## src/rtl/core/urlj_pkg.sv

```systemverilog
// Package for the URL-encoded to JSON stream converter.
// Holds the parser mode type, character constants, the expansion record
// and the hex digit helper. Depends on nothing.
package urlj_pkg;

  // Parser modes, one-hot.
  typedef enum logic [5:0] {
    MODE_BEGIN = 6'b000001,
    MODE_SKIP  = 6'b000010,
    MODE_KEY   = 6'b000100,
    MODE_VALUE = 6'b001000,
    MODE_ESC1  = 6'b010000,
    MODE_ESC2  = 6'b100000
  } mode_t;

  localparam logic [7:0] CH_PCT    = 8'h25;
  localparam logic [7:0] CH_PLUS   = 8'h2B;
  localparam logic [7:0] CH_AMP    = 8'h26;
  localparam logic [7:0] CH_EQ     = 8'h3D;
  localparam logic [7:0] CH_QUOTE  = 8'h22;
  localparam logic [7:0] CH_BSLASH = 8'h5C;
  localparam logic [7:0] CH_SPACE  = 8'h20;
  localparam logic [7:0] CH_COLON  = 8'h3A;
  localparam logic [7:0] CH_COMMA  = 8'h2C;
  localparam logic [7:0] CH_LBRACE = 8'h7B;
  localparam logic [7:0] CH_RBRACE = 8'h7D;
  localparam logic [7:0] CH_LC_N   = 8'h6E;
  localparam logic [7:0] CH_LC_U   = 8'h75;
  localparam logic [7:0] CH_LC_L   = 8'h6C;

  // Hex digit formula constants.
  localparam logic [7:0] HEX_LC_LO   = 8'h61;
  localparam logic [7:0] HEX_LC_HI   = 8'h66;
  localparam logic [7:0] HEX_CASE    = 8'h20;
  localparam logic [7:0] HEX_ZERO    = 8'h30;
  localparam logic [7:0] HEX_TEN     = 8'h10;
  localparam logic [7:0] HEX_ALPHA   = 8'h07;

  // One item expands to at most sixteen bytes.
  localparam int EXP_BYTES = 16;
  localparam int EXP_W     = EXP_BYTES * 8;
  localparam int CNT_W     = 5;

  // Bytes of one item, first byte in the top bits.
  typedef struct packed {
    logic [EXP_W-1:0] data;
    logic [CNT_W-1:0] cnt;
    logic             last;
  } exp_t;

  function automatic logic [7:0] hex_digit(input logic [7:0] d);
    logic [7:0] v;
    v = d;
    if (v >= HEX_LC_LO && v <= HEX_LC_HI) v = v - HEX_CASE;
    if (v >= HEX_ZERO) v = v - HEX_ZERO;
    if (v >= HEX_TEN) v = v - HEX_ALPHA;
    return v;
  endfunction

endpackage

```

## src/rtl/core/urlj_if.sv

```systemverilog
// Request channel interfaces of the URL-encoded to JSON stream converter.
// Input bytes and output bytes, each with valid and ready. No dependencies.
interface urlj_in_if;
  logic       valid;
  logic       ready;
  logic [7:0] in_byte;
  logic       in_last;
  modport source (output valid, output in_byte, output in_last, input ready);
  modport sink   (input valid, input in_byte, input in_last, output ready);
endinterface

interface urlj_out_if;
  logic       valid;
  logic       ready;
  logic [7:0] out_byte;
  logic       out_last;
  modport source (output valid, output out_byte, output out_last, input ready);
  modport sink   (input valid, input out_byte, input out_last, output ready);
endinterface

```

## src/rtl/core/urlj_parser.sv

```systemverilog
// Parser state and byte expansion for the URL-encoded to JSON converter.
// Turns one accepted input byte into up to fifteen output bytes.
// Depends on urlj_pkg.
module urlj_parser (
  input  logic            clk,
  input  logic            rst_n,
  input  logic            acc,
  input  logic [7:0]      in_byte,
  input  logic            in_last,
  output urlj_pkg::exp_t  exp
);
  import urlj_pkg::*;

  mode_t      mode_r, mode_nxt;
  logic       esc_r, esc_nxt;
  logic [3:0] nib_r, nib_nxt;

  mode_t       eff_mode;
  logic [15:0] pre_v;
  logic [1:0]  pre_n;
  logic [63:0] mid_v;
  logic [3:0]  mid_n;
  logic [55:0] suf_v;
  logic [2:0]  suf_n;
  logic [7:0]  hex_b;
  logic [7:0]  dec;
  logic [7:0]  src;
  logic [15:0] ec_v;
  logic [3:0]  ec_n;
  logic [3:0]  pm_n;
  logic        in_val;

  // Escaped-or-plain character emission shared by the skip, key, value and second escape modes.
  always_comb begin
    hex_b = hex_digit(in_byte);
    dec   = {nib_r, 4'b0000} + hex_b;
    if (mode_r == MODE_ESC2) src = dec;
    else if (in_byte == CH_PLUS) src = CH_SPACE;
    else src = in_byte;
    if (src == CH_QUOTE || src == CH_BSLASH) begin
      ec_v = {CH_BSLASH, src};
      ec_n = 4'd2;
    end else begin
      ec_v = {src, 8'h00};
      ec_n = 4'd1;
    end
  end

  always_comb begin
    mode_nxt = mode_r;
    esc_nxt  = esc_r;
    nib_nxt  = nib_r;
    pre_v    = '0;
    pre_n    = '0;
    mid_v    = '0;
    mid_n    = '0;
    suf_v    = '0;
    suf_n    = '0;
    in_val   = 1'b0;

    case (mode_r)
      MODE_SKIP, MODE_KEY, MODE_VALUE, MODE_ESC1, MODE_ESC2: begin
        eff_mode = mode_r;
      end
      default: begin
        eff_mode = MODE_SKIP;
        pre_v    = {CH_LBRACE, CH_QUOTE};
        pre_n    = 2'd2;
      end
    endcase
    mode_nxt = eff_mode;

    case (eff_mode)
      MODE_SKIP: begin
        if (in_byte != CH_EQ && in_byte != CH_AMP) begin
          mode_nxt = MODE_KEY;
          if (in_byte == CH_PCT) begin
            esc_nxt  = 1'b0;
            mode_nxt = MODE_ESC1;
          end else begin
            mid_v = {ec_v, 48'h0};
            mid_n = ec_n;
          end
        end
      end
      MODE_KEY: begin
        if (in_byte == CH_EQ) begin
          mid_v    = {CH_QUOTE, CH_COLON, CH_QUOTE, 40'h0};
          mid_n    = 4'd3;
          mode_nxt = MODE_VALUE;
        end else if (in_byte == CH_AMP) begin
          mid_v    = {CH_QUOTE, CH_COLON, CH_LC_N, CH_LC_U, CH_LC_L, CH_LC_L,
                      CH_COMMA, CH_QUOTE};
          mid_n    = 4'd8;
          mode_nxt = MODE_SKIP;
        end else if (in_byte == CH_PCT) begin
          esc_nxt  = 1'b0;
          mode_nxt = MODE_ESC1;
        end else begin
          mid_v = {ec_v, 48'h0};
          mid_n = ec_n;
        end
      end
      MODE_VALUE: begin
        if (in_byte == CH_AMP) begin
          mid_v    = {CH_QUOTE, CH_COMMA, CH_QUOTE, 40'h0};
          mid_n    = 4'd3;
          mode_nxt = MODE_SKIP;
        end else if (in_byte == CH_PCT) begin
          esc_nxt  = 1'b1;
          mode_nxt = MODE_ESC1;
        end else begin
          mid_v = {ec_v, 48'h0};
          mid_n = ec_n;
        end
      end
      MODE_ESC1: begin
        nib_nxt  = hex_b[3:0];
        mode_nxt = MODE_ESC2;
      end
      MODE_ESC2: begin
        mid_v    = {ec_v, 48'h0};
        mid_n    = ec_n;
        mode_nxt = esc_r ? MODE_VALUE : MODE_KEY;
      end
      default: begin
        mode_nxt = MODE_BEGIN;
      end
    endcase

    // The final byte closes whatever item is open; a cut-off escape is dropped.
    if (in_last) begin
      in_val = (mode_nxt == MODE_VALUE) ||
               ((mode_nxt == MODE_ESC1 || mode_nxt == MODE_ESC2) && esc_nxt);
      if (in_val) begin
        suf_v = {CH_QUOTE, CH_RBRACE, 40'h0};
        suf_n = 3'd2;
      end else begin
        suf_v = {CH_QUOTE, CH_COLON, CH_LC_N, CH_LC_U, CH_LC_L, CH_LC_L, CH_RBRACE};
        suf_n = 3'd7;
      end
      mode_nxt = MODE_BEGIN;
      esc_nxt  = 1'b0;
      nib_nxt  = 4'h0;
    end
  end

  assign pm_n = {2'b00, pre_n} + mid_n;

  always_comb begin
    exp.data = {pre_v, {(EXP_W-16){1'b0}}}
             | ({mid_v, {(EXP_W-64){1'b0}}} >> {pre_n, 3'b000})
             | ({suf_v, {(EXP_W-56){1'b0}}} >> {pm_n, 3'b000});
    exp.cnt  = {1'b0, pm_n} + {2'b00, suf_n};
    exp.last = in_last;
  end

  always_ff @(posedge clk) begin
    if (!rst_n) begin
      mode_r <= MODE_BEGIN;
      esc_r  <= 1'b0;
      nib_r  <= 4'h0;
    end else if (acc) begin
      mode_r <= mode_nxt;
      esc_r  <= esc_nxt;
      nib_r  <= nib_nxt;
    end
  end

endmodule

```

## src/rtl/core/urlj_outbuf.sv

```systemverilog
// Output serializer for the URL-encoded to JSON converter.
// Holds one expanded item and drains it a byte per cycle, while the output is not stalled, into an output register.
// Depends on urlj_pkg.
module urlj_outbuf (
  input  logic           clk,
  input  logic           rst_n,
  input  logic           load,
  input  urlj_pkg::exp_t exp,
  output logic           load_ok,
  output logic           out_valid,
  input  logic           out_ready,
  output logic [7:0]     out_byte,
  output logic           out_last
);
  import urlj_pkg::*;

  logic [EXP_W-1:0] sbuf_r, sbuf_nxt;
  logic [CNT_W-1:0] cnt_r, cnt_nxt;
  logic             last_r, last_nxt;
  logic             ov_r, ov_nxt;
  logic [7:0]       ob_r, ob_nxt;
  logic             ol_r, ol_nxt;
  logic             pop;

  assign pop     = (cnt_r != '0) && (!ov_r || out_ready);
  assign load_ok = (cnt_r == '0) || ((cnt_r == CNT_W'(1)) && pop);

  always_comb begin
    sbuf_nxt = sbuf_r;
    cnt_nxt  = cnt_r;
    last_nxt = last_r;
    ov_nxt   = ov_r;
    ob_nxt   = ob_r;
    ol_nxt   = ol_r;
    if (load) begin
      sbuf_nxt = exp.data;
      cnt_nxt  = exp.cnt;
      last_nxt = exp.last;
    end else if (pop) begin
      sbuf_nxt = {sbuf_r[EXP_W-9:0], 8'h00};
      cnt_nxt  = cnt_r - CNT_W'(1);
    end
    if (pop) begin
      ov_nxt = 1'b1;
      ob_nxt = sbuf_r[EXP_W-1 -: 8];
      ol_nxt = last_r && (cnt_r == CNT_W'(1));
    end else if (out_ready) begin
      ov_nxt = 1'b0;
    end
  end

  always_ff @(posedge clk) begin
    if (!rst_n) begin
      cnt_r <= '0;
      ov_r  <= 1'b0;
    end else begin
      cnt_r <= cnt_nxt;
      ov_r  <= ov_nxt;
    end
  end

  always_ff @(posedge clk) begin
    sbuf_r <= sbuf_nxt;
    last_r <= last_nxt;
    ob_r   <= ob_nxt;
    ol_r   <= ol_nxt;
  end

  assign out_valid = ov_r;
  assign out_byte  = ob_r;
  assign out_last  = ol_r;

endmodule

```

## src/rtl/core/urlencoded_to_json_stream.sv

```systemverilog
// Top level of the URL-encoded to JSON stream converter.
// Instantiates urlj_parser and urlj_outbuf; uses urlj_pkg and urlj_if.
//
// This block reads a URL-encoded query string one byte per request and
// writes the text of the equivalent JSON object one byte per request. Each
// accepted input byte is expanded in the same cycle into zero to fifteen
// output bytes, which are held in a shift buffer and passed out one per
// cycle through an output register while the output is ready. Plain text,
// whose bytes yield zero or one output byte, streams the same way at one
// byte per cycle. A byte that yields more output bytes holds the input off
// until the shift buffer is down to its last byte, as that buffer drains
// through a single-byte port. An input byte with in_last set closes the
// object, and the closing brace is the only output byte with out_last set.
// Empty strings produce nothing. Bytes go out through the shift buffer and
// then the output register. Reset is synchronous and active low.
module urlencoded_to_json_stream (
  input  logic        clk,
  input  logic        rst_n,
  urlj_in_if.sink     in_ch,
  urlj_out_if.source  out_ch
);
  import urlj_pkg::*;

  exp_t exp;
  logic load_ok;
  logic acc;

  // A request is taken whenever the shift buffer is free or about to empty.
  assign in_ch.ready = load_ok;
  assign acc         = in_ch.valid && load_ok;

  urlj_parser u_parser (
    .clk     (clk),
    .rst_n   (rst_n),
    .acc     (acc),
    .in_byte (in_ch.in_byte),
    .in_last (in_ch.in_last),
    .exp     (exp)
  );

  urlj_outbuf u_outbuf (
    .clk       (clk),
    .rst_n     (rst_n),
    .load      (acc),
    .exp       (exp),
    .load_ok   (load_ok),
    .out_valid (out_ch.valid),
    .out_ready (out_ch.ready),
    .out_byte  (out_ch.out_byte),
    .out_last  (out_ch.out_last)
  );

`ifndef NO_ASSERTIONS
  // The final byte of a string always yields a closing sequence.
  a_last_closes: assert property (@(posedge clk) disable iff (!rst_n)
    (acc && in_ch.in_last) |-> (exp.last && exp.cnt >= CNT_W'(2)))
    else $error("final byte did not produce a closing sequence");

  // No item expands beyond the buffer depth.
  a_cnt_bound: assert property (@(posedge clk) disable iff (!rst_n)
    acc |-> (exp.cnt <= CNT_W'(EXP_BYTES)))
    else $error("expansion exceeds buffer depth");

  // End of object is flagged only on the closing brace.
  a_last_brace: assert property (@(posedge clk) disable iff (!rst_n)
    (out_ch.valid && out_ch.out_last) |-> (out_ch.out_byte == CH_RBRACE))
    else $error("end of object flagged on a byte other than the closing brace");
`endif

endmodule
```

## src/flat_wrapper.sv

```systemverilog
// flat-port wrapper written by rule: the top's interface ports become plain ports
module urlencoded_to_json_stream_flat import urlj_pkg::*;
  (clk, rst_n, in_ch_valid, in_ch_in_byte, in_ch_in_last, in_ch_ready, out_ch_valid, out_ch_out_byte, out_ch_out_last, out_ch_ready);
  urlj_in_if in_ch_i ();
  urlj_out_if out_ch_i ();
  input  logic clk;
  input  logic rst_n;
  input wire logic [$bits(in_ch_i.valid)-1:0] in_ch_valid;
  input wire logic [$bits(in_ch_i.in_byte)-1:0] in_ch_in_byte;
  input wire logic [$bits(in_ch_i.in_last)-1:0] in_ch_in_last;
  output wire logic [$bits(in_ch_i.ready)-1:0] in_ch_ready;
  output wire logic [$bits(out_ch_i.valid)-1:0] out_ch_valid;
  output wire logic [$bits(out_ch_i.out_byte)-1:0] out_ch_out_byte;
  output wire logic [$bits(out_ch_i.out_last)-1:0] out_ch_out_last;
  input wire logic [$bits(out_ch_i.ready)-1:0] out_ch_ready;
  assign in_ch_i.valid = in_ch_valid;
  assign in_ch_i.in_byte = in_ch_in_byte;
  assign in_ch_i.in_last = in_ch_in_last;
  assign in_ch_ready = in_ch_i.ready;
  assign out_ch_valid = out_ch_i.valid;
  assign out_ch_out_byte = out_ch_i.out_byte;
  assign out_ch_out_last = out_ch_i.out_last;
  assign out_ch_i.ready = out_ch_ready;
  urlencoded_to_json_stream u_core (.clk(clk), .rst_n(rst_n), .in_ch(in_ch_i), .out_ch(out_ch_i));
endmodule
```

## config.mk

```make
export PLATFORM = sky130hd
export DESIGN_NAME = urlencoded_to_json_stream_flat
export DESIGN_NICKNAME = d
export VERILOG_FILES = /design/src/rtl/core/urlj_pkg.sv /design/src/rtl/core/urlj_if.sv /design/src/rtl/core/urlj_parser.sv /design/src/rtl/core/urlj_outbuf.sv /design/src/rtl/core/urlencoded_to_json_stream.sv /design/src/flat_wrapper.sv
export SDC_FILE = /design/constraint.sdc
export NUM_CORES = 1
export LEC_CHECK = 0
export BUFFER_PORTS_ARGS = -buffer_cell sky130_fd_sc_hd__buf_2
export CAP_MARGIN = 40
export CORE_ASPECT_RATIO = 0.7
export CORE_UTILIZATION = 40
export CTS_CLUSTER_SIZE = 20
export DETAILED_ROUTE_END_ITERATION = 16
export GPL_ROUTABILITY_DRIVEN = 0
export PLACE_DENSITY_LB_ADDON = 0.08
export SLEW_MARGIN = 20
export SYNTH_ARGS = -nofsm -noshare
export SYNTH_HDL_FRONTEND = slang
export SYNTH_SLANG_ARGS = --single-unit
```

## constraint.sdc

```tcl
create_clock -name clk -period 10.8 [get_ports clk]
set_input_delay 1.08 -clock clk [delete_from_list [all_inputs] [get_ports clk]]
set_output_delay 1.08 -clock clk [all_outputs]
set_load 0.02 [all_outputs]
```

Word-level counts from Yosys, hierarchy flattened

Index checks and enable logic that the tools add are counted.

Bits in registers: 155
Output and inout port bits: 11

Equality and inequality tests: 22
Order comparisons: 4
Reduce and logical (&&, ||, !) cells: 20
Shifts and indexed selects: 2
Bitwise logic cells: 2
$add $sub $neg: 7
Muxes and demuxes: 50

Operator list:

| kind                  | number |
|---|---|
| $mux W64              | 5 |
| $mux W128             | 2 |
| $or A128 B128 Y128    | 2 |
| $pmux W64 S4          | 1 |
| $shr A128 B5 Y128     | 1 |
| $shr A128 B7 Y128     | 1 |
| $mux W54              | 1 |
| $mux W47              | 1 |
| $eq A8 B6 Y1 const B  | 5 |
| $mux W8               | 5 |
| $mux W6               | 6 |
| $mux W4               | 8 |
| $pmux W6 S5           | 1 |
| $eq A6 B4 Y1 const B  | 3 |
| $eq A6 B5 Y1 const B  | 3 |
| $eq A6 B6 Y1 const B  | 3 |
| $mux W16              | 1 |
| $ne A8 B6 Y1 const B  | 2 |
| $pmux W4 S4           | 1 |
| $sub A8 B6 Y8 const B | 2 |
| $mux W15              | 1 |
| $mux W5               | 3 |
| $eq A6 B2 Y1 const B  | 2 |
| $eq A6 B3 Y1 const B  | 2 |
| other kinds (23)      | 45 |

Depth between registers and ports, before layout

Gate-level depths: netlist of the first run.

Depth in word-level cells: 20
Mapped depth: 36
Depth with buffers taken out: 32

By module

From an unflattened synthesis of the first run, not the netlist that was laid out.

Cell total of the unflattened synthesis: 897
Area, all modules: 9,542.9 µm²

By module, submodules not included:

| module                    | cells an instance | instances | area each (µm²) |
|---|---|---|---|
| urlj_outbuf               | 328               | 1         | 6,009.5 |
| urlj_parser               | 568               | 1         | 3,527.1 |
| urlencoded_to_json_stream | 1                 | 1         | 6.3 |

Least setup slack after synthesis of the first run

Ideal clock, no wire load.

Kind: input to register
Start point: input port in_ch_in_byte[0]
End point: register u_core.u_outbuf.sbuf_r[74] (data pin)
Library setup time: 0.261 ns
Required time: 10.539 ns
Buffers on the path: 5
Stages: 34
Path slack: 3.122 ns
Arrival: 7.417 ns
Cells stage by stage: inv_1 -> ha_1 -> nand2_1 -> a2111oi_4 -> nor2_1 -> ha_1 -> clkbuf_1 -> nand2_1 -> mux2i_1 -> a41oi_1 -> nor4b_1 -> nor3_1 -> buf_4 -> nand3_1 -> xor2_1 -> ha_1 -> inv_1 -> fa_1 -> xor2_1 -> nor2_1 -> a21oi_1 -> nor3b_1 -> and4_4 -> o211ai_4 -> buf_2 -> a21oi_1 -> or2_2 -> ha_1 -> clkbuf_1 -> clkbuf_1 -> nor2_1 -> nand3_2 -> o311ai_4 -> a221o_1

Word-level cells in the longest chain between the ends: 20
Elaborated cells between the ends (all ways): 65
Those cells by class: add/sub: 5; order compare: 4; eq/ne: 11; shift: 2; mux: 35; bitwise: 2; reduce/logical: 6

Ends and longest elaborated chain:

| item                                                           | line                                   | text |
|---|---|---|
| start, declared                                                | flat_wrapper.sv:9                      | `input wire logic [$bits(in_ch_i.in_byte)-1:0] in_ch_in_byte;` |
| $ge A8 B7 Y1 / $le A8 B7 Y1 (equally long branches)            | urlj_pkg.sv:54                         | `if (v >= HEX_LC_LO && v <= HEX_LC_HI) v = v - HEX_CASE;` |
| $logic_and A1 B1 Y1                                            | urlj_pkg.sv:54                         |  |
| $mux W8                                                        | urlj_pkg.sv:54                         |  |
| $sub A8 B6 Y8 / $ge A8 B6 Y1 (equally long branches)           | urlj_pkg.sv:55                         | `if (v >= HEX_ZERO) v = v - HEX_ZERO;` |
| $mux W8                                                        | urlj_pkg.sv:55                         |  |
| $sub A8 B3 Y8 / $ge A8 B5 Y1 (equally long branches)           | urlj_pkg.sv:56                         | `if (v >= HEX_TEN) v = v - HEX_ALPHA;` |
| $mux W8                                                        | urlj_pkg.sv:56                         |  |
| $add A8 B8 Y8                                                  | urlj_parser.sv:36                      | `dec = {nib_r, 4'b0000} + hex_b;` |
| [5 not listed]                                                 | n/a                                    |  |
| $mux W4 / $mux W64 (equally long branches)                     | urlj_parser.sv:91                      | `end else if (in_byte == CH_AMP) begin` |
| $mux W4 / $mux W64 (equally long branches)                     | urlj_parser.sv:87                      | `if (in_byte == CH_EQ) begin` |
| $pmux W4 S4 / $pmux W64 S4 (equally long branches)             | urlj_parser.sv:73                      | `case (eff_mode)` |
| $add A2 B4 Y4 / $shr A128 B5 Y128 (equally long branches)      | urlj_parser.sv:148, urlj_parser.sv:152 |  |
| $shr A128 B7 Y128 / $or A128 B128 Y128 (equally long branches) | urlj_parser.sv:153, urlj_parser.sv:152 |  |
| $or A128 B128 Y128 *                                           | urlj_parser.sv:153                     | `\| ({suf_v, {(EXP_W-56){1'b0}}} >> {pm_n, 3'b000});` |
| $mux W128 *                                                    | urlj_outbuf.sv:35                      | `if (load) begin` |
| via u_core.u_outbuf.sbuf_nxt[74]                               | urlj_outbuf.sv:17                      | `logic [EXP_W-1:0] sbuf_r, sbuf_nxt;` |
| end signal, assigned                                           | urlj_outbuf.sv:63                      | `sbuf_r <= sbuf_nxt;` |
| end, declared                                                  | urlj_outbuf.sv:17                      |  |

Mark *: on every way through the listed nets, which the timed path passes. The rest lies on a longest branch.
A chain may end at the register's enable or synchronous reset.

Final worst setup path of the first run

Start point: input port in_ch_in_byte[0]
End point: register u_core.u_outbuf.sbuf_r[45] (data pin)

Same word-level chain as after synthesis.

==> metrics, run 1 <==
DR DRC count=0; Post-DRT Antenna Nets=0; DR pass1 iterations=7; EDFF count, synth=119; post-synth net total=between 800 and 900; CTS tree=yes; RSZ-0062 raised after global routing=no; Setup Skew=between 0.009 and 0.01 ns; number of setup buffers added after CTS=0; io pins=24; Final Cycle Share=81.49%; CTS max path bufs=2; Max Cap Viol=0; input/output buffers=23; post-synthesis mux area share=0.7737%; Initial Util=about 41%; Hold WS=between 0.4 and 0.5 ns; Mapped Cells=around 830; register area share after synthesis=49.39%; FMAX=approximately 0.11 GHz; crit-path max FO=18; Worst path max stage delay=0.63 ns; Crit Path Category=input pin to flop; first-pass GRT wire length=approximately 36 mm; Slowest-stage cell, CP=ha_1; core area=between 15000 and 20000 um2; min Tclk post-route=~8.8 ns; clock sink total=~140; Worst slew margin=between 40% and 50%; aggregate routed wire length=23.16 mm; Post-DP HPWL=roughly 16 mm; max-slew violation count=0; critical path arrival=roughly 9.0 ns; Die X=~170 um; Worst setup EP type=flop; Mapped Area=between 7000 and 8000 um2; simple-gate share of the synthesized area=17.56%; CTS H-tree depth=4; Synth Area in Compound Gates=a little under a quarter; final setup margin=between 1.5 and 2 ns; Clock Latency Late Sink=between 0.4 and 0.5 ns; count of hold-fix buffers inserted at cts=0; P_leak=between 0.003 and 0.004 uW; Yosys reg bits=136; final core occ=between 40% and 50%; largest net degree at the start of global routing=a little over 70; endpoints failing hold=0; FFs w/ async S/R, synth=0%; DR iter-0 viols=784; Critical Path Most Common Cell=ha_1; Max VDD drop=roughly 130 uV; Synth Flop Type=edfxtp_1; pre-CTS setup slack=between 1.5 and 2 ns; cell area after layout=8857 um2; Synth warnings=0; Critical Path RT=around 11 ns; WL/cell=between 20 and 25 um; endpoints failing setup=0; placed cell area=roughly 8300 um2; CTS Buf Count=17; post-CTS sizing=0; Synth Area in Adders=between 3 and 4%; total grt overflow=0; Chip Height=~120 um; total number of vias=roughly 6500; area grow syn2layout=11.78%; Unique masters post-synth=82; Core Rows=42; Power Dens Cells=~280 nW/um2; main combinational cell family by area after synthesis=compound AO/OA/AOI/OAI gates; commonest non-fill, non-tap cells in the layout=nand2_1, edfxtp_1, nor2_1, a21oi_1, o21ai_0; fin nets=860; setup TNS=0 ns; CP Launch Type=input pin; CTS clk-pin slew, worst paths=around 0.070 ns; R2R setup slack=just under 5 ns; vias in the first global route=just over 6000; antenna violations before repair=0; min-delay worst type=flop to flop; Worst-Margin Slew=between 0.8 and 0.9 ns; Global Route Usage Sum=23.90%; die footprint=between 20000 and 25000 um2; status=finished clean; Root Driver=clkbuf_16; drt via density=5.919; Inserted Diodes=0; commonest non-fill, non-tap cell in the layout=nand2_1; Avg Cell Area, Syn=approximately 9.6 um2; XOR/XNOR share of the synthesized area=roughly 2.0%; share of cells above drive strength 1=between 10% and 20%
[kinds of logic (layout without fill, tap and decap cells)]
family,after synthesis,after routing
simple gates,302,302
mux,6,6
xor+xnor,17,17
flops,136,136
compound gates,270,270
fa+ha+maj,19,19
buf+inv,74,90
other cells,1,1
[per-layer routing]
metal	GRT usage (%)	share of wire, %
met1	38.35	51
met2	31.20	40
met3	5.673	8.4
met4	5.968	0.88
met5	0	0
[area by class of cell]
type	instances	area [um2]
clock buffers	17	425.4
clock inverters	15	173.9
fillers	1847	10270
inverters	23	86.33
multi-input cells	615	3710
flip-flops and latches	136	3914
well taps	264	330.3
repair buffers	35	217.7
[critical path: cells and delay by family]
kind | cells | cell delay [ns]
buf+inv | 6 | 1.06
xor+xnor | 2 | 0.34
simple gates | 11 | 1.81
compound gates | 7 | 2.82
fa+ha+maj | 5 | 1.81
[cells in the mapped netlist, drive strengths merged, types with 10 or more instances]
library cell  count  area [um2]
nand2           124       468.0
edfxtp          119        3573
nor2             99       371.6
a21oi            80       407.9
o21ai            60       300.3
clkbuf           37       140.1
inv              20       75.07
a31oi            17       106.4
dfxtp            17       340.3
ha               17       212.7
buf              14       88.84
nand3            14       75.07
xnor2            12       112.6
o21a             10       75.07
[state kept, by name, indices dropped and copies added (netlist names)]
| name | count |
|---|---|
| u_core.u_outbuf.sbuf_r | 109 |
| u_core.u_outbuf.out_byte | 8 |
| u_core.u_parser.mode_r | 6 |
| u_core.u_outbuf.cnt_r | 5 |
| u_core.u_parser.nib_r | 4 |
| u_core.u_outbuf.last_r | 1 |
| u_core.u_outbuf.out_last | 1 |
| u_core.u_outbuf.out_valid | 1 |
| u_core.u_parser.esc_r | 1 |
[final timing paths]
path / startpoint / to / cells past startpoint
min: u_core.u_outbuf.sbuf_r[127] / u_core.u_outbuf.out_byte[7] / 0
max reg2reg: u_core.u_parser.mode_r[1] / u_core.u_outbuf.sbuf_r[45] / 16
max: in_ch_in_byte[0] / u_core.u_outbuf.sbuf_r[45] / 31
min reg2reg: u_core.u_outbuf.sbuf_r[127] / u_core.u_outbuf.out_byte[7] / 0
[per-stage QoR]
stage / total power (uW) / std cells
after CTS: 2507 / 1105
after global routing: 2648 / 1105
after detailed placement: 1911 / 1073
final: 2502 / 1105
after floorplan: 1664 / 825
after global placement: 1889 / 1071
[report_power, final]
group / leakage, uW / total [uW] / internal, uW / switching, uW
logic: 0.00171 / 839 / 264 / 574
registers: 0.00134 / 1070 / 993 / 75.9
clock network: 0.000297 / 595 / 331 / 263
total: 0.00336 / 2500 / 1590 / 914
(Power assumes the default switching activity.)
==> run 2, diff against run 1 <==
--- a/config.mk
+++ b/config.mk
@@ -5,6 +5,7 @@
 export SDC_FILE = /design/constraint.sdc
 export NUM_CORES = 1
 export LEC_CHECK = 0
+export ABC_AREA = 1
 export BUFFER_PORTS_ARGS = -buffer_cell sky130_fd_sc_hd__buf_2
 export CAP_MARGIN = 40
 export CORE_ASPECT_RATIO = 0.7
==> constraint.sdc (replaced) <==
create_clock -name clk -period 8.8 [get_ports clk]
set_input_delay 0.88 -clock clk [delete_from_list [all_inputs] [get_ports clk]]
set_output_delay 0.88 -clock clk [all_outputs]
set_load 0.02 [all_outputs]
==> run 2 against run 1 <==
Compared with the run above: die area is 1.7% lower; synthesized cell count rose by 14%; hold slack worse by 0.0018 ns; critical endpoint is now u_core.u_outbuf.sbuf_r[20]; non-clock buffer count fell by 1; setup slack better by 0.18 ns; core utilization rose by 0.21 points; sequential cell count unchanged; power increased by 18%; highest routed layer unchanged; global-route usage shrank 1.0 points; critical path type unchanged; cell area is 0.38% lower.
==> metrics, run 2 <==
status=finished clean; global-route track usage on met3=between 5 and 6%; Mapped Cells=about 940; CTS Buf Count=17; Hold WS=0.4198 ns; min-delay worst type=flop to flop; R2R setup slack=roughly 3.7 ns; fin nets=~1000; Core Rows=42; post-CTS sizing=0; critical path arrival=roughly 6.9 ns; # fillers=1904; Die X=168.8 um; family with the most delay on the worst path=simple AND/OR/NAND/NOR gates; setup TNS=0 ns; total number of vias=between 6000 and 7000; met2 Track Usage GR=~28%; Final Cycle Share=between 70% and 80%; share of the synthesized area in the top cell type=between 40% and 50%; Chip Height=118.8 um; P_leak=between 0.003 and 0.004 uW; FFs w/ async S/R, synth=0%; Largest register FFs=between 100 and 150; DR iter-0 viols=a little over 700; Slowest-stage cell, CP=nor3_1; commonest non-fill, non-tap cell in the layout=nand2_1; CP endpoint=u_core.u_outbuf.sbuf_r[20]; CP Launch Type=input pin; cell type with the largest total area after synthesis=edfxtp_1; top cells by area, synth=edfxtp_1, nand2_1, a21oi_1; DR pass1 iterations=6; CTS H-tree depth=4; GRT Max-Usage Layer=met1; input/output buffers=23; EDFF count, synth=around 120; Synth Flop Type=edfxtp_1; min Tclk post-route=approximately 6.6 ns; vias in the first global route=~5900; post-synth net total=about 970; clock sink total=around 140; endpoints failing setup=0; WL/cell=around 18 um; Levels on crit path=38; most flop-heavy register=u_core.u_outbuf.sbuf_r; CTS tree=yes; Worst path max stage delay=0.59 ns; Max Cap Viol=0; crit-path max FO=27; Synth warnings=0; antenna violations before repair=0; Layout Cells excl Fill=between 1000 and 1500; Post-DP HPWL=approximately 16 mm; placed cells=~1200; Yosys reg bits=between 100 and 150; Initial Util=41.07%; RSZ-0062 raised after global routing=no; FMAX=about 0.15 GHz; Power Dens Cells=334.3 nW/um2; Worst setup EP type=flop; largest net degree at the start of global routing=62; Global Route Usage Sum=22.87%; WP buf/inv=11; pre-CTS setup slack=between 1.5 and 2 ns; Unique masters post-synth=47; CTS max path bufs=2; Critical Path RT=approximately 9.1 ns; final core occ=a little under half; count of hold-fix buffers inserted at cts=0; total grt overflow=0; drt via density=between 5 and 6; max-slew violation count=0; Max VDD drop=roughly 270 uV; met1 Use GR=38.98%; endpoints failing hold=0; share of cells above drive strength 1=about an eighth; synth cell count leaders=nand2_1, edfxtp_1, nor2_1, inv_1, a21oi_1; CTS clk-pin slew, worst paths=around 0.070 ns; Worst-Margin Slew=between 0.7 and 0.8 ns; Inserted Diodes=0; final setup margin=2.181 ns; aggregate routed wire length=about 22 mm; FF-to-FF End=u_core.u_outbuf.sbuf_r[20]; area grow syn2layout=13.25%; first-pass GRT wire length=between 30 and 40 mm; Avg Cell Area, Syn=a little over 8 um2; Crit Path Category=input pin to flop; Root Driver=clkbuf_16; number of setup buffers added after CTS=0; crit path from=in_ch_in_byte[1]; path depth of the worst reg2reg path=21; Setup Skew=slightly above 0.009 ns; top-count cell post-synth=nand2_1; DR DRC count=0; worst reg2reg path startpoint=u_core.u_parser.mode_r[2]; io pins=24; Post-DRT Antenna Nets=0; Worst slew margin=between 50 and 60%; Critical Path Most Common Cell=inv_1; register area share after synthesis=~50%; Clock Latency Late Sink=~0.42 ns; core area=about 19000 um2; die footprint=approximately 20000 um2; Mapped Area=7791 um2; commonest non-fill, non-tap cells in the layout=nand2_1, edfxtp_1, nor2_1, inv_1, a21oi_1
-- run 2: cell types whose count changed after synthesis, sizes merged, moves of 9 or more --
cell	before	now
inv	20	99
nand3	14	65
clkbuf	37	18
o31ai	9	0
nand4	0	11
nand2	124	278
a31oi	17	2
nor2	99	112
o21a	10	0
-- run 2: final cells by class --
| type | instances | area, um2 | area share (%) |
|---|---|---|---|
| Clock inverter | 15 | 156.4 | 1.773 |
| Sequential cell | 136 | 3914 | 44.36 |
| Multi-Input combinational cell | 676 | 3392 | 38.44 |
| Timing Repair Buffer | 34 | 230.2 | 2.609 |
| Clock buffer | 17 | 425.4 | 4.821 |
| Tap cell | 264 | 330.3 | 3.744 |
| Inverter | 100 | 375.4 | 4.254 |
-- run 2: cell families after synthesis --
logic type / Yosys count / synth area share [%]
simple gates: 484 / 27.69
compound gates: 164 / 11.53
flops: 136 / 50.23
buf+inv: 130 / 6.359
fa+ha+maj: 19 / 3.244
xor+xnor: 8 / 0.8992
other cells: 1 / 0.04813
-- run 2: routing by layer --
| metal | wire, um | up-vias | part of all wire (%) |
|---|---|---|---|
| met5 | 0 | - | 0 |
| met2 | 8008 | 227 | 36 |
| met4 | 165 | 0 | 0.75 |
| li1 | - | 3218 | - |
| met1 | 12040 | 3071 | 55 |
| met3 | 1829 | 15 | 8.3 |
-- run 2: how the worst min path moves through the flow --
stage | startpoint | to | slack (ns) | depth (start not counted)
floorplan | u_core.u_outbuf.sbuf_r[120] | u_core.u_outbuf.out_byte[0] | 0.40 | 0
global route | u_core.u_outbuf.sbuf_r[127] | u_core.u_outbuf.out_byte[7] | 0.43 | 0
global placement | u_core.u_outbuf.sbuf_r[125] | u_core.u_outbuf.out_byte[5] | 0.40 | 0
detailed placement | u_core.u_outbuf.sbuf_r[124] | u_core.u_outbuf.out_byte[4] | 0.40 | 0
finish | u_core.u_outbuf.sbuf_r[124] | u_core.u_outbuf.out_byte[4] | 0.42 | 0
CTS | u_core.u_outbuf.sbuf_r[124] | u_core.u_outbuf.out_byte[4] | 0.42 | 0
-- run 2: per-stage QoR --
| step | power, uW | cell area (um2) |
|---|---|---|
| 2_1_floorplan | 1959 | 7791 |
| 3_3_place_gp | 2221 | 8187 |
| 3_5_place_dp | 2243 | 8242 |
| 4_1_cts | 2963 | 8823 |
| 5_1_grt | 3124 | 8823 |
| 6_report | 2950 | 8823 |
-- run 2: report_power, final --
part           internal, uW  switching, uW  total, uW
sequential             1200           83.8       1280
clock                   401            315        715
combinational           278            673        951
total                  1880           1070       2950
==> run 3, diff against run 2 <==
==> constraint.sdc (replaced) <==
create_clock -name clk -period 5.66 [get_ports clk]
set_input_delay 0.566 -clock clk [delete_from_list [all_inputs] [get_ports clk]]
set_output_delay 0.566 -clock clk [all_outputs]
set_load 0.02 [all_outputs]
==> run 3 against run 2 <==
Compared with the run above: routed wire length grew 1.5%; core utilization is 2.5 points higher; combinational power grew 60%; clock power increased by 64%; sequential share of layout area down 2.3 points; global-route usage increased by 0.59 points; register-to-register slack worse by 2.5 ns; power increased by 59%; cell area up 5.4%; cell count is 4.0% higher; clock skew grew 0.0031 ns; critical path type unchanged; highest routed layer unchanged.
==> metrics, run 3 (same netlist as run 2, synthesis figures left out) <==
Critical Path RT=a little under 6 ns; cell area after layout=between 9000 and 10000 um2; Int Pwr=between 3000 and 4000 uW; sequential share of power=between 40 and 50%; Initial Util=41.07%; Post-DP HPWL=approximately 16 mm; P_leak=0.004081 uW; Core Rows=42; Gate power share=roughly 32%; commonest non-fill, non-tap cells in the layout=nand2_1, edfxtp_1, nor2_1, inv_1, a21oi_1; Root Driver=clkbuf_16; endpoints failing setup=0; total grt overflow=0; die footprint=~20000 um2; pre-CTS setup slack=-0.1752 ns; drt via density=a little over 5; Final Cycle Share=91.05%; min Tclk post-route=approximately 5 ns; Inserted Diodes=0; most flop-heavy register=u_core.u_outbuf.sbuf_r; Die X=168.8 um; CTS max path bufs=2; Slowest-stage cell, CP=fa_1; first-pass GRT wire length=roughly 35 mm; total number of vias=approximately 6600; Max Cap Viol=0; critical path arrival=approximately 5.3 ns; max-slew violation count=0; Clock Power Share=around 25%; placed cells=1256; CP Launch Type=input pin; Worst slew margin=47.82%; Largest register FFs=109; Power Dens Cells=503.5 nW/um2; FMAX=0.1941 GHz; DR DRC count=0; fin nets=1047; min-delay worst type=input pin to flop; Max VDD drop=~400 uV; setup TNS=0 ns; WP buf/inv=10; antenna violations before repair=0; CTS H-tree depth=4; CTS clk-pin slew, worst paths=approximately 0.06 ns; final setup margin=approximately 0.51 ns; Worst setup EP type=flop; Global Route Usage Sum=approximately a quarter; commonest non-fill, non-tap cell in the layout=nand2_1; DR iter-0 viols=around 700; crit-path max FO=5; Worst path max stage delay=0.37 ns; input/output buffers=23; area grow syn2layout=19.38%; vias in the first global route=between 6000 and 7000; Critical Path Most Common Cell=nand2_1; largest net degree at the start of global routing=53; Sw Pwr=1650 uW; aggregate routed wire length=between 20 and 25 mm; io pins=24; clock sink total=about 140; endpoints failing hold=0; core area=approximately 19000 um2; share of cells above drive strength 1=between 10% and 20%; WL/cell=approximately 17 um; status=finished clean; Worst-Margin Slew=~0.8 ns; CTS Buf Count=17; DR pass1 iterations=7; placed cell area=approximately 8600 um2; switching share of power=35.23%; family with the most delay on the worst path=simple AND/OR/NAND/NOR gates; Layout Cells excl Fill=about 1300; Chip Height=around 120 um; Crit Path Category=input pin to flop; CTS tree=yes; Setup Skew=roughly 0.012 ns; Clock Latency Late Sink=~0.43 ns; Post-DRT Antenna Nets=0
-- run 3: changes by cell type in the layout (fill, tap and decap cells not counted), sizes merged --
| cell | previous run | this run |
|---|---|---|
| clkinvlp | 1 | 2 |
| buf | 34 | 84 |
| bufinv | 1 | 3 |
| clkinv | 4 | 5 |
| inv | 109 | 105 |
-- run 3: layout make-up --
cell class | count | area [um2]
fillers | 1846 | 9669
clock buffers | 17 | 425.4
multi-input cells | 676 | 3460
repair buffers | 84 | 605.6
well taps | 264 | 330.3
clock inverters | 15 | 191.4
flip-flops and latches | 136 | 3914
inverters | 100 | 375.4
-- run 3: path summary, 6_finish.rpt --
check / from / end / slack, ns / cells after the start
worst max-delay path: in_ch_in_byte[1] / u_core.u_outbuf.sbuf_r[67] / 0.51 / 41
worst min-delay path: rst_n / u_core.u_outbuf.cnt_r[4] / 0.40 / 2
worst max register to register: u_core.u_parser.mode_r[3] / u_core.u_outbuf.sbuf_r[67] / 1.16 / 22
worst min register to register: u_core.u_outbuf.sbuf_r[121] / u_core.u_outbuf.out_byte[1] / 0.42 / 0
-- run 3: through the flow --
step,util (%),hold slack [ns],total power (uW)
after floorplan,-,0.4003,3046
after global placement,45.16,0.4005,3503
after detailed placement,45.16,0.4052,3504
after CTS,48.41,0.3916,4687
after global routing,49.03,0.4012,4987
final,49.03,0.4026,4683
-- run 3: power groups by stage --
| stage | combinational (uW) | clock, uW | sequential, uW |
|---|---|---|---|
| 2_1_floorplan | 960 | 0 | 2090 |
| 3_5_place_dp | 1490 | 0 | 2010 |
| 5_1_grt | 1710 | 1230 | 2050 |
| 6_report | 1520 | 1170 | 2000 |
| 3_3_place_gp | 1490 | 0 | 2010 |
| 4_1_cts | 1490 | 1190 | 2000 |
-- run 3: routing by layer --
layer  vias to the layer above  routed length (um)  global-route usage, %
met1                      3058               12140                  38.97
met3                        18                2075                  7.736
met4                         0                 229                  5.795
li1                       3312                   -                      -
met5                         -                   0                      0
met2                       238                7929                  27.38
-- run 3: repair_timing --
action	in CTS	in global routing
endpoints found under the setup margin	0	85
setup buffers	0	3
hold buffers	0	0
gates resized for setup	0	23
